==> config.mk <==
export PLATFORM = sky130hd
export DESIGN_NAME = quadrature_counter_speed_meter
export DESIGN_NICKNAME = d
export VERILOG_FILES = /design/src/hw/rtl/qcsm_pkg.sv /design/src/hw/rtl/quadrature_counter_speed_meter.sv /design/src/hw/rtl/qcsm_regs.sv /design/src/hw/rtl/qcsm_datapath.sv /design/src/hw/rtl/qcsm_ctrl.sv
export SDC_FILE = /design/constraint.sdc
export NUM_CORES = 2
export LEC_CHECK = 0
export ABC_CLOCK_PERIOD_IN_PS = 16500
export BUFFER_PORTS_ARGS = -buffer_cell sky130_fd_sc_hd__buf_2
export CAP_MARGIN = 15
export CORE_MARGIN = 4
export CORE_UTILIZATION = 58
export CTS_CLUSTER_DIAMETER = 200
export DETAILED_ROUTE_END_ITERATION = 7
export PLACE_DENSITY = 0.76
export REMOVE_ABC_BUFFERS = 1
export SYNTH_ARGS = -nofsm -noshare
export SYNTH_HDL_FRONTEND = slang
export SYNTH_SLANG_ARGS = --single-unit
==> constraint.sdc <==
create_clock -name clk -period 16.5 [get_ports clk]
set_clock_uncertainty 0.2 [all_clocks]
set_input_delay 0.825 -clock clk [delete_from_list [all_inputs] [get_ports clk]]
set_output_delay 0.825 -clock clk [all_outputs]
set_load 0.03 [all_outputs]
==> src/hw/rtl/qcsm_pkg.sv <==
// ----------------------------------------------------------------------------
// qcsm_pkg - shared types and constants of the quadrature counter speed meter
// Counter width, arithmetic widths, input action codes, register indexes and
// the command/status bundles between the controller and the datapath.
// ----------------------------------------------------------------------------
package qcsm_pkg;

  // Position counter width (wraps modulo 2^COUNT_WIDTH), legal range 16..64
  localparam int COUNT_WIDTH = 32;

  // Field widths
  localparam int PPR_W   = 16;
  localparam int MS_W    = 16;
  localparam int DEN_W   = PPR_W + MS_W;     // pulses_per_rev * elapsed_ms
  localparam int SPEED_W = 24;               // signed Q15.8
  localparam int QUOT_W  = SPEED_W - 1;      // magnitude bits below saturation

  // Magnitudes at or above 2^MAG_W always saturate
  localparam int EXT_W   = 64;
  localparam int MAG_W   = 40;

  // 256000 = 1000 ms/s * 256 (Q8) = 2^18 - 2^12 - 2^11
  localparam int SCALE_SH_A = 18;
  localparam int SCALE_SH_B = 12;
  localparam int SCALE_SH_C = 11;
  localparam int NUM_W      = MAG_W + SCALE_SH_A;
  localparam int HI_W       = NUM_W - QUOT_W;

  // Divider step counter
  localparam int STEP_W = $clog2(QUOT_W);

  // Saturation limits
  localparam logic signed [SPEED_W-1:0] SPEED_POS_MAX = {1'b0, {(SPEED_W-1){1'b1}}};
  localparam logic signed [SPEED_W-1:0] SPEED_NEG_MIN = {1'b1, {(SPEED_W-1){1'b0}}};
  localparam logic [QUOT_W-1:0]         MAG_MAX       = {QUOT_W{1'b1}};

  // Input action codes
  localparam logic [1:0] ACT_EDGE_A  = 2'd0;
  localparam logic [1:0] ACT_EDGE_B  = 2'd1;
  localparam logic [1:0] ACT_MEASURE = 2'd2;

  // Register map (word index taken from paddr[2])
  localparam int         ADDR_W     = 3;
  localparam int         DATA_W     = 32;
  localparam logic       REG_PPR    = 1'b0;
  localparam logic       REG_INVERT = 1'b1;

  // Configuration seen by the datapath
  typedef struct packed {
    logic [PPR_W-1:0] pulses_per_rev;
    logic             direction_invert;
  } cfg_t;

  // Controller to datapath commands
  typedef struct packed {
    logic count_en;   // apply one edge step to the position counter
    logic capture;    // snapshot count change, window and divisor
    logic scale;      // form the scaled numerator
    logic check;      // early saturation check, divider setup
    logic div_step;   // one restoring-division step
    logic load_out;   // write the result register
  } dp_cmd_t;

  // Datapath to controller status
  typedef struct packed {
    logic skip_div;   // zero window or saturated: no division needed
  } dp_stat_t;

endpackage

==> src/hw/rtl/quadrature_counter_speed_meter.sv <==
// ----------------------------------------------------------------------------
// quadrature_counter_speed_meter - x4 quadrature decoder with speed measurement
// Counts encoder edges and reports windowed wheel speed in Q15.8 rev/s.
// ----------------------------------------------------------------------------
// Usage:
//   Input channel (in_valid/in_ready): action selects an edge on A, an edge on
//   B (levels sampled after the edge in level_a/level_b) or a measurement over
//   elapsed_ms. Edge transactions produce no result.
//   A measure transaction produces one result transaction on the output
//   channel (out_valid/out_ready) after acceptance: capture, scale,
//   range check, 23 restoring-division steps (one quotient bit each), then the
//   result register. A saturated or zero-window measurement still runs the
//   same sequence but skips the division steps.
//   The input is taken again once the result is in the output register, so
//   edges keep counting while a result waits. If the receiver stalls, a second
//   measurement finishes and holds in its last step until the register frees.
//   Configuration: APB, pulses_per_rev at 0x0, direction_invert at 0x4.
//   Reset clears the position count and snapshot, sets pulses_per_rev to 1,
//   direction_invert to 0, and empties the output register.
// ----------------------------------------------------------------------------
module quadrature_counter_speed_meter (
  input  logic                                clk,
  input  logic                                rst,
  // Input channel
  input  logic                                in_valid,
  output logic                                in_ready,
  input  logic [1:0]                          action,
  input  logic                                level_a,
  input  logic                                level_b,
  input  logic [qcsm_pkg::MS_W-1:0]           elapsed_ms,
  // Output channel
  output logic                                out_valid,
  input  logic                                out_ready,
  output logic signed [qcsm_pkg::SPEED_W-1:0] speed_signed,
  output logic [qcsm_pkg::QUOT_W-1:0]         speed_magnitude,
  output logic [qcsm_pkg::MS_W-1:0]           window_ms,
  output logic                                zero_window_fault,
  // Configuration port
  input  logic                                psel,
  input  logic                                penable,
  input  logic                                pwrite,
  input  logic [qcsm_pkg::ADDR_W-1:0]         paddr,
  input  logic [qcsm_pkg::DATA_W-1:0]         pwdata,
  output logic [qcsm_pkg::DATA_W-1:0]         prdata,
  output logic                                pready
);

  qcsm_pkg::cfg_t     cfg;
  qcsm_pkg::dp_cmd_t  cmd;
  qcsm_pkg::dp_stat_t stat;

  // Configuration registers
  qcsm_regs u_regs (
    .clk     (clk),
    .rst     (rst),
    .psel    (psel),
    .penable (penable),
    .pwrite  (pwrite),
    .paddr   (paddr),
    .pwdata  (pwdata),
    .prdata  (prdata),
    .pready  (pready),
    .cfg     (cfg)
  );

  // Sequencer
  qcsm_ctrl u_ctrl (
    .clk       (clk),
    .rst       (rst),
    .in_valid  (in_valid),
    .in_ready  (in_ready),
    .action    (action),
    .out_valid (out_valid),
    .out_ready (out_ready),
    .cmd       (cmd),
    .stat      (stat)
  );

  // Counter and arithmetic
  qcsm_datapath u_datapath (
    .clk               (clk),
    .rst               (rst),
    .cfg               (cfg),
    .cmd               (cmd),
    .stat              (stat),
    .action            (action),
    .level_a           (level_a),
    .level_b           (level_b),
    .elapsed_ms        (elapsed_ms),
    .speed_signed      (speed_signed),
    .speed_magnitude   (speed_magnitude),
    .window_ms         (window_ms),
    .zero_window_fault (zero_window_fault)
  );

endmodule

==> src/hw/rtl/qcsm_regs.sv <==
// ----------------------------------------------------------------------------
// qcsm_regs - APB configuration registers
// Holds pulses_per_rev (reset 1) and direction_invert (reset 0).
// ----------------------------------------------------------------------------
module qcsm_regs (
  input  logic                         clk,
  input  logic                         rst,
  input  logic                         psel,
  input  logic                         penable,
  input  logic                         pwrite,
  input  logic [qcsm_pkg::ADDR_W-1:0]  paddr,
  input  logic [qcsm_pkg::DATA_W-1:0]  pwdata,
  output logic [qcsm_pkg::DATA_W-1:0]  prdata,
  output logic                         pready,
  output qcsm_pkg::cfg_t               cfg
);

  logic wr_en;

  assign pready = 1'b1;
  assign wr_en  = psel & penable & pwrite;

  // Register writes
  always_ff @(posedge clk) begin
    if (rst) begin
      cfg.pulses_per_rev   <= qcsm_pkg::PPR_W'(1);
      cfg.direction_invert <= 1'b0;
    end else if (wr_en) begin
      unique case (paddr[2])
        qcsm_pkg::REG_PPR:    cfg.pulses_per_rev   <= pwdata[qcsm_pkg::PPR_W-1:0];
        qcsm_pkg::REG_INVERT: cfg.direction_invert <= pwdata[0];
        default:              ;
      endcase
    end
  end

  // Read mux
  always_comb begin
    unique case (paddr[2])
      qcsm_pkg::REG_PPR:    prdata = qcsm_pkg::DATA_W'(cfg.pulses_per_rev);
      qcsm_pkg::REG_INVERT: prdata = qcsm_pkg::DATA_W'(cfg.direction_invert);
      default:              prdata = '0;
    endcase
  end

endmodule

==> src/hw/rtl/qcsm_datapath.sv <==
// ----------------------------------------------------------------------------
// qcsm_datapath - position counter, scaling, restoring divider, result register
// Speed = delta * 256000 / (ppr * ms), one quotient bit per div_step.
// ----------------------------------------------------------------------------
module qcsm_datapath (
  input  logic                                clk,
  input  logic                                rst,
  input  qcsm_pkg::cfg_t                      cfg,
  input  qcsm_pkg::dp_cmd_t                   cmd,
  output qcsm_pkg::dp_stat_t                  stat,
  input  logic [1:0]                          action,
  input  logic                                level_a,
  input  logic                                level_b,
  input  logic [qcsm_pkg::MS_W-1:0]           elapsed_ms,
  output logic signed [qcsm_pkg::SPEED_W-1:0] speed_signed,
  output logic [qcsm_pkg::QUOT_W-1:0]         speed_magnitude,
  output logic [qcsm_pkg::MS_W-1:0]           window_ms,
  output logic                                zero_window_fault
);

  localparam int CW = qcsm_pkg::COUNT_WIDTH;

  // Counter state
  logic [CW-1:0] position;
  logic [CW-1:0] last_count;

  // Measurement working registers
  logic                          neg_r;
  logic [CW-1:0]                 mag_r;
  logic [qcsm_pkg::MS_W-1:0]     ms_r;
  logic                          zero_r;
  logic [qcsm_pkg::DEN_W-1:0]    den_r;
  logic                          big_r;
  logic [qcsm_pkg::NUM_W-1:0]    num_r;
  logic                          sat_r;
  logic [qcsm_pkg::DEN_W-1:0]    rem_r;
  logic [qcsm_pkg::QUOT_W-1:0]   q_r;

  logic                          step_up;
  logic [CW-1:0]                 diff;
  logic [qcsm_pkg::PPR_W-1:0]    ppr_eff;
  logic [qcsm_pkg::EXT_W-1:0]    mag_ext;
  logic [qcsm_pkg::MAG_W-1:0]    mag_cap;
  logic [qcsm_pkg::HI_W-1:0]     num_hi;
  logic [qcsm_pkg::DEN_W:0]      trial;
  logic [qcsm_pkg::DEN_W:0]      den_ext;

  // Edge direction: A counts up on A==B, B counts up on A!=B
  always_comb begin
    step_up = (action == qcsm_pkg::ACT_EDGE_A) ? (level_a == level_b)
                                                : (level_a != level_b);
    step_up = step_up ^ cfg.direction_invert;
  end

  assign diff    = position - last_count;
  assign ppr_eff = (cfg.pulses_per_rev == '0) ? qcsm_pkg::PPR_W'(1) : cfg.pulses_per_rev;
  assign mag_ext = qcsm_pkg::EXT_W'(mag_r);
  assign mag_cap = mag_ext[qcsm_pkg::MAG_W-1:0];
  assign num_hi  = num_r[qcsm_pkg::NUM_W-1:qcsm_pkg::QUOT_W];
  assign den_ext = {1'b0, den_r};
  assign trial   = {rem_r, num_r[qcsm_pkg::QUOT_W-1]};

  assign stat.skip_div = sat_r | zero_r;

  // Position counter and snapshot
  always_ff @(posedge clk) begin
    if (rst) begin
      position   <= '0;
      last_count <= '0;
    end else if (cmd.count_en) begin
      position <= step_up ? position + CW'(1) : position - CW'(1);
    end else if (cmd.capture) begin
      last_count <= position;
    end
  end

  // Measurement pipeline: capture, scale, check, divide
  always_ff @(posedge clk) begin
    if (cmd.capture) begin
      neg_r  <= diff[CW-1];
      mag_r  <= diff[CW-1] ? (~diff + CW'(1)) : diff;
      ms_r   <= elapsed_ms;
      zero_r <= (elapsed_ms == '0);
      den_r  <= qcsm_pkg::DEN_W'(ppr_eff) * qcsm_pkg::DEN_W'(elapsed_ms);
    end
    if (cmd.scale) begin
      big_r <= (mag_ext[qcsm_pkg::EXT_W-1:qcsm_pkg::MAG_W] != '0);
      num_r <= (qcsm_pkg::NUM_W'(mag_cap) << qcsm_pkg::SCALE_SH_A)
             - (qcsm_pkg::NUM_W'(mag_cap) << qcsm_pkg::SCALE_SH_B)
             - (qcsm_pkg::NUM_W'(mag_cap) << qcsm_pkg::SCALE_SH_C);
    end
    // Quotient reaches 2^23 exactly when the high part is not below the divisor
    if (cmd.check) begin
      sat_r <= big_r | (num_hi >= qcsm_pkg::HI_W'(den_r));
      rem_r <= num_hi[qcsm_pkg::DEN_W-1:0];
      q_r   <= '0;
    end
    if (cmd.div_step) begin
      if (trial >= den_ext) begin
        rem_r <= qcsm_pkg::DEN_W'(trial - den_ext);
        q_r   <= {q_r[qcsm_pkg::QUOT_W-2:0], 1'b1};
      end else begin
        rem_r <= trial[qcsm_pkg::DEN_W-1:0];
        q_r   <= {q_r[qcsm_pkg::QUOT_W-2:0], 1'b0};
      end
      num_r <= num_r << 1;
    end
  end

  // Result register
  always_ff @(posedge clk) begin
    if (cmd.load_out) begin
      window_ms         <= ms_r;
      zero_window_fault <= zero_r;
      if (zero_r) begin
        speed_signed    <= '0;
        speed_magnitude <= '0;
      end else if (sat_r) begin
        speed_signed    <= neg_r ? qcsm_pkg::SPEED_NEG_MIN : qcsm_pkg::SPEED_POS_MAX;
        speed_magnitude <= qcsm_pkg::MAG_MAX;
      end else begin
        speed_signed    <= neg_r ? -$signed({1'b0, q_r}) : $signed({1'b0, q_r});
        speed_magnitude <= q_r;
      end
    end
  end

endmodule

==> src/hw/rtl/qcsm_ctrl.sv <==
// ----------------------------------------------------------------------------
// qcsm_ctrl - sequencing state machine
// Takes input transactions, steps the datapath through a measurement and
// owns the output valid flag.
// ----------------------------------------------------------------------------
module qcsm_ctrl (
  input  logic                clk,
  input  logic                rst,
  input  logic                in_valid,
  output logic                in_ready,
  input  logic [1:0]          action,
  output logic                out_valid,
  input  logic                out_ready,
  output qcsm_pkg::dp_cmd_t   cmd,
  input  qcsm_pkg::dp_stat_t  stat
);

  typedef enum logic [2:0] {
    S_IDLE,
    S_SCALE,
    S_CHECK,
    S_DIV,
    S_FINISH
  } state_t;

  state_t                      state;
  logic [qcsm_pkg::STEP_W-1:0] step_cnt;
  logic                        accept;

  assign in_ready = (state == S_IDLE);
  assign accept   = in_valid & in_ready;

  // Datapath commands
  always_comb begin
    cmd.count_en = accept & ((action == qcsm_pkg::ACT_EDGE_A) ||
                             (action == qcsm_pkg::ACT_EDGE_B));
    cmd.capture  = accept & (action == qcsm_pkg::ACT_MEASURE);
    cmd.scale    = (state == S_SCALE);
    cmd.check    = (state == S_CHECK);
    cmd.div_step = (state == S_DIV) & ~stat.skip_div;
    cmd.load_out = (state == S_FINISH) & (~out_valid | out_ready);
  end

  // State, step counter and output valid
  always_ff @(posedge clk) begin
    if (rst) begin
      state     <= S_IDLE;
      step_cnt  <= '0;
      out_valid <= 1'b0;
    end else begin
      if (cmd.load_out) begin
        out_valid <= 1'b1;
      end else if (out_ready) begin
        out_valid <= 1'b0;
      end
      unique case (state)
        S_IDLE: begin
          if (cmd.capture) begin
            state <= S_SCALE;
          end
        end
        S_SCALE: begin
          state <= S_CHECK;
        end
        S_CHECK: begin
          step_cnt <= '0;
          state    <= S_DIV;
        end
        S_DIV: begin
          if (stat.skip_div ||
              step_cnt == qcsm_pkg::STEP_W'(qcsm_pkg::QUOT_W - 1)) begin
            state <= S_FINISH;
          end
          step_cnt <= step_cnt + qcsm_pkg::STEP_W'(1);
        end
        S_FINISH: begin
          if (cmd.load_out) begin
            state <= S_IDLE;
          end
        end
        default: state <= S_IDLE;
      endcase
    end
  end

  // A pending result is never overwritten
  a_no_overwrite: assert property (@(posedge clk) disable iff (rst)
    cmd.load_out |-> (!out_valid || out_ready))
    else $error("result register loaded while holding an untaken result");

  // Divider never runs past the quotient width
  a_step_bound: assert property (@(posedge clk) disable iff (rst)
    (state == S_DIV) |-> (step_cnt < qcsm_pkg::STEP_W'(qcsm_pkg::QUOT_W)))
    else $error("divider step counter out of range");

  // A new result only appears from the finish state
  a_valid_source: assert property (@(posedge clk) disable iff (rst)
    $rose(out_valid) |-> $past(state == S_FINISH))
    else $error("out_valid raised outside the finish state");

  // A measure transaction starts the measurement sequence
  a_measure_start: assert property (@(posedge clk) disable iff (rst)
    (in_valid && in_ready && action == qcsm_pkg::ACT_MEASURE) |=> (state == S_SCALE))
    else $error("measure transaction did not start the sequence");

endmodule

# == Word level (Yosys, flattened, before mapping) ==
# Cells that the tools add are included.
# totals
output_inout_bits,99
reg_bits,350
word_cells,99
input_bits,62
# classes
n_mul,1
n_bitwise,15
n_eq_ne,12
mux,24
addsub,9
n_reduce_logical,14
n_lt_le_gt_ge,2
# ops
op,count
32-bit 2-to-1 mux,4
58-bit 2-to-1 mux,2
24-bit 2-to-1 mux,3
23-bit 2-to-1 mux,3
"32-bit by 1-bit adder with 32-bit output, second input constant",2
32-bit case mux with 2 select lines,1
32-bit subtractor,2
58-bit by 43-bit subtractor with 58-bit output,1
50-bit by 44-bit subtractor with 51-bit output,1
35-bit by 32-bit >= comparator with 1-bit output,1
33-bit by 32-bit >= comparator with 1-bit output,1
16-bit zero test,2
16-bit by 16-bit multiplier with 32-bit output,1
32-bit NOT,1
"32-bit by 1-bit subtractor with 32-bit output, second input constant",1
31-bit 2-to-1 mux,1
23-bit negation with 24-bit output,1
16-bit 2-to-1 mux,1
3-bit case mux with 5 select lines,1
5-bit case mux with 2 select lines,1
3-bit 2-to-1 mux,3
2-bit nonzero test,4
1-bit AND,7
"3-bit by 2-bit == test with 1-bit output, second input constant",2
18 further kinds,30

# == Logic depth before layout (Yosys ltp) ==
# depth
word_depth,5
ltp_mapped,28
ltp_nobuf,27

# == Hierarchy ==
# Synthesis repeated with hierarchy kept, for this count alone.
# unflattened
cells_unflattened,3477
hier_area_um2,31483.9
# modules_own_cells
mod,cells_each,n_inst,seq_area_each_um2,area_per_inst_um2
qcsm_datapath,3302,1,8758.4,29921.2
qcsm_regs,111,1,340.3,1033.5
qcsm_ctrl,64,1,180.2,529.3

# == Worst setup path before layout ==
# OpenSTA, ideal clock, no wires.
# synth_timing
kind,input port to flip-flop
startpoint,input port elapsed_ms[6] (netlist bit)
endpoint,"register u_datapath.den_r[31] (netlist bit), data pin"
arrival_time_ps,6529
n_path_buf,1
slack_ps,9511
cell_stages,24
setup_ps,260
required_ps,16040
path_cell_list,clkbuf_1 > and2_1 > fa_1 > inv_1 > fa_1 > fa_1 > fa_1 > inv_1 > fa_1 > inv_1 > fa_1 > inv_1 > ha_1 > a21o_1 > a21o_1 > a21oi_1 > o31ai_1 > a41oi_1 > a21oi_1 > a221o_1 > a211oi_1 > o21bai_1 > a21oi_1 > xnor2_1
# synth_via
elab_chain_len,1
# synth_lines
element,line_no,source
"start, declared",quadrature_counter_speed_meter.sv:30,"input logic [qcsm_pkg::MS_W-1:0] elapsed_ms,"
16-bit by 16-bit multiplier with 32-bit output,qcsm_datapath.sv:84,den_r <= qcsm_pkg::DEN_W'(ppr_eff) * qcsm_pkg::DEN_W'(elapsed_ms);
"end signal, assigned",qcsm_datapath.sv:84,
"end, declared",qcsm_datapath.sv:32,logic [qcsm_pkg::DEN_W-1:0] den_r;
# Every way passes these cells.
# A chain may end at the register's enable or synchronous reset.

# == Worst setup path after layout ==
# layout_timing
startpoint,register u_regs.cfg[14] (netlist name)
endpoint,"register u_datapath.den_r[30] (netlist bit), data pin"
# layout_via
elab_chain_len,3
# layout_lines
element,line_no,source
16-bit zero test,qcsm_datapath.sv:56,assign ppr_eff = (cfg.pulses_per_rev == '0) ? qcsm_pkg::PPR_W'(1) : cfg.pulses_per_rev;
16-bit 2-to-1 mux (*),qcsm_datapath.sv:56,
16-bit by 16-bit multiplier with 32-bit output (*),qcsm_datapath.sv:84,
# Every way passes the cells marked *; elsewhere a longest branch is shown, timed or not.

==> results_dict.tcl <==
set metrics [dict create \
    outcome "finished, final reports clean" \
    antenna_found_initial 0 \
    initial_core_util_pct 58.8 \
    synth_adder_area_share_pct 23.9 \
    synth-xor-area-share_pct 5.70 \
    numPortBuffers 125 \
    worst-r2r-cell-count 25 \
    cp.depth 25 \
    crit_path_max_fanout 19 \
    synth_compound_area_share_pct 16.3 \
    leakage_nw 15.1 \
    core_mm2 0.0540 \
    fin_crit_ns 7.67 \
    die_h_um 242 \
    cp.arrival_ns 7.78 \
    drc 0 \
    ys_top_cells_by_area "edfxtp_1 24%, fa_1 12%, ha_1 11%" \
    die-area_mm2 0.0586 \
    synth.most_common_cell "nand2_1" \
    synth_top_area_share_pct 23.5 \
    critPathBufInv 6 \
    fillCellCount 4568 \
    synth_common_cells "427 x nand2_1, 392 x inv_1, 299 x a21oi_1" \
    grt_use_met2_pct 37.4 \
    area_growth_pct 7.58 \
    crit_top_cell "inv_1" \
    synthSimpleGateAreaFrac_pct 17.6 \
    met3_usage_pct 2.70 \
    finalCritPeriodShare_pct 46.5 \
    diodes 0 \
    ir_drop_v 0.0000919 \
    final_nets 4169 \
    tightest_slew_ns 1.02 \
    synth.largest_area_cell "edfxtp_1" \
    met1_usage_pct 32.7 \
    synthMuxAreaShare_pct 0.449 \
    crit_family "adder cells" \
    cts_setup_buffers 0 \
    clock_latency_ns 0.58 \
    worst_slack_ns 8.83 \
    ant_nets 0 \
    dpl_cell_area_mm2 0.0329 \
    yosysWarnings 0 \
    hold-worst-slack_ns 0.216 \
    critPathMaxStageDelay_ns 0.84 \
    dp_hpwl_um 51100 \
    ys_types 101 \
    synthArstFlopShare_pct 0 \
    p_clk_share_pct 24.0 \
    crit_type "reg -> reg" \
    vias 24800 \
    synth_edf_count 249 \
    clock_sinks 339 \
    root_buffer "clkbuf_16" \
    grt_max_degree 66 \
    rrSetupSlack_ns 8.83 \
    setup_viol 0 \
    post_cts_resized 0 \
    post-place-ws_ns 8.80 \
    synth_top_family_by_area "adder cells" \
    drv_slew 0 \
    syn_inst 3574 \
    via_per_inst 5.70 \
    num_rows 85 \
    powerDensity_mw_per_mm2 109 \
    p_switching_w 0.00140 \
    grt-busiest-layer "met2" \
    critPathSlowestCell "dfxtp_1" \
    p_int_w 0.00232 \
    ys_seq_area_share_pct 29.2 \
    drt_iter0_drc 1606 \
    path_clk_slew_ns 0.06 \
    p_sw_share_pct 37.6 \
    hold_class "reg -> reg" \
    max_freq_mhz 130 \
    grt_overflow 0 \
    cts_made_buffers 40 \
    drv_cap 0 \
    cts_max_level 2 \
    hold_violations 0 \
    synth_ff_type "edfxtp_1" \
    syn_avg_cell_area_um2 8.90 \
    min_path_cells 0 \
    p_seq_share_pct 29.8 \
    dr.pass1.iters 7 \
    crit_path_end_kind "flip-flop" \
    cts_tree "built" \
    die_x_um 242 \
    clockBufferDepth 3 \
    wire_per_inst_um 15.6 \
    combPwrFrac_pct 46.3 \
    syn-cell-area_mm2 0.0318 \
    gp_congestion 0.905 \
    io_pins 161 \
    drive_gt1_share_pct 7.62 \
    grt_pass1_vias 23400 \
    fin_area_mm2 0.0342 \
    grt_pass1_wl_um 115000 \
    crit_required_ns 16.61 \
    slew_headroom_pct 31.8 \
    ys_seq_elements 339 \
    wirelength_um 67700 \
    rsz0062_at_grt "false" \
    grt_use_total_pct 22.8 \
    utilization_pct 63.3 \
    setup_tns_ns 0 \
    critPathLaunchType "flip-flop" \
    postCtsHoldBufs 0 \
]
-- power groups by stage --
stage / Combinational, W / Clock (W) / Sequential, W
after floorplan: 0.00138 / 0 / 0.00111
after global placement: 0.00167 / 0 / 0.00112
after detailed placement: 0.00170 / 0 / 0.00112
after CTS: 0.00171 / 0.000916 / 0.00111
after global routing: 0.00194 / 0.000948 / 0.00111
final: 0.00172 / 0.000890 / 0.00111
-- registers in the layout (all words and copies together), names as in the netlist --
register                      flops
u_datapath.zero_r                 1
u_datapath.sat_r                  1
u_datapath.zero_window_fault      1
u_datapath.ms_r                  16
u_datapath.mag_r                 32
u_ctrl.out_valid                  1
u_datapath.den_r                 32
u_datapath.last_count            32
u_datapath.speed_magnitude       23
u_regs.cfg                       17
u_datapath.num_r                 47
u_datapath.q_r                   23
u_datapath.window_ms             16
u_datapath.position              32
u_datapath.rem_r                 32
u_ctrl.state                      3
u_datapath.neg_r                  1
u_datapath.speed_signed          24
u_ctrl.step_cnt                   5
-- final timing paths --
check | from | endpoint
max | u_regs.cfg[14]$_SDFFE_PP0P_ | u_datapath.den_r[30]$_DFFE_PP_
min | u_datapath.ms_r[2]$_DFFE_PP_ | u_datapath.window_ms[2]$_DFFE_PP_
max reg2reg | u_regs.cfg[14]$_SDFFE_PP0P_ | u_datapath.den_r[30]$_DFFE_PP_
min reg2reg | u_datapath.ms_r[2]$_DFFE_PP_ | u_datapath.window_ms[2]$_DFFE_PP_
-- per-stage QoR --
stage          total power (W)  cells
3_3_place_gp           0.00279   4271
6_report               0.00371   4344
4_1_cts                0.00373   4342
3_5_place_dp           0.00282   4271
5_1_grt                0.00400   4344
2_1_floorplan          0.00249   3426
-- layout make-up --
cell class                 count  area, um^2  share of cell area (%)
clock buffer                  50        1130                    3.31
clock inverter                21         185                   0.541
timing repair buffer         151         823                    2.41
multi-input combinational   2694       20400                    59.7
inverter                     393        1480                    4.32
sequential                   339        9280                    27.1
tap                          696         871                    2.55
-- placed cells by master, fill, tap and decap left out, types with 90 or more instances in the layout --
cell      count
inv_1       392
buf_2       126
and2_1      128
edfxtp_1    249
o21ai_0     141
ha_1        291
a21oi_1     298
a21o_1      106
dfxtp_1      90
xnor2_1     150
fa_1        197
nor2_1      236
nand2_1     426
-- cell families (layout without fill, tap and decap cells) --
logic type      count (synthesis)  after routing
simple gates                 1152           1152
compound gates                816            816
buf+inv                       556            615
fa+ha+maj                     488            488
flops                         339            339
xor+xnor                      207            207
mux                            14             14
other cells                     2             17
-- metal layers --
layer  vias to the layer above  wire (um)  share of wire, %
met5                         -          0                 0
met4                         0       1370               2.0
met3                        96       3750               5.5
met2                       641      31100                46
met1                     11600      31400                46
li1                      12400          -                 -
Note: power is estimated with default switching activity, not from simulation.
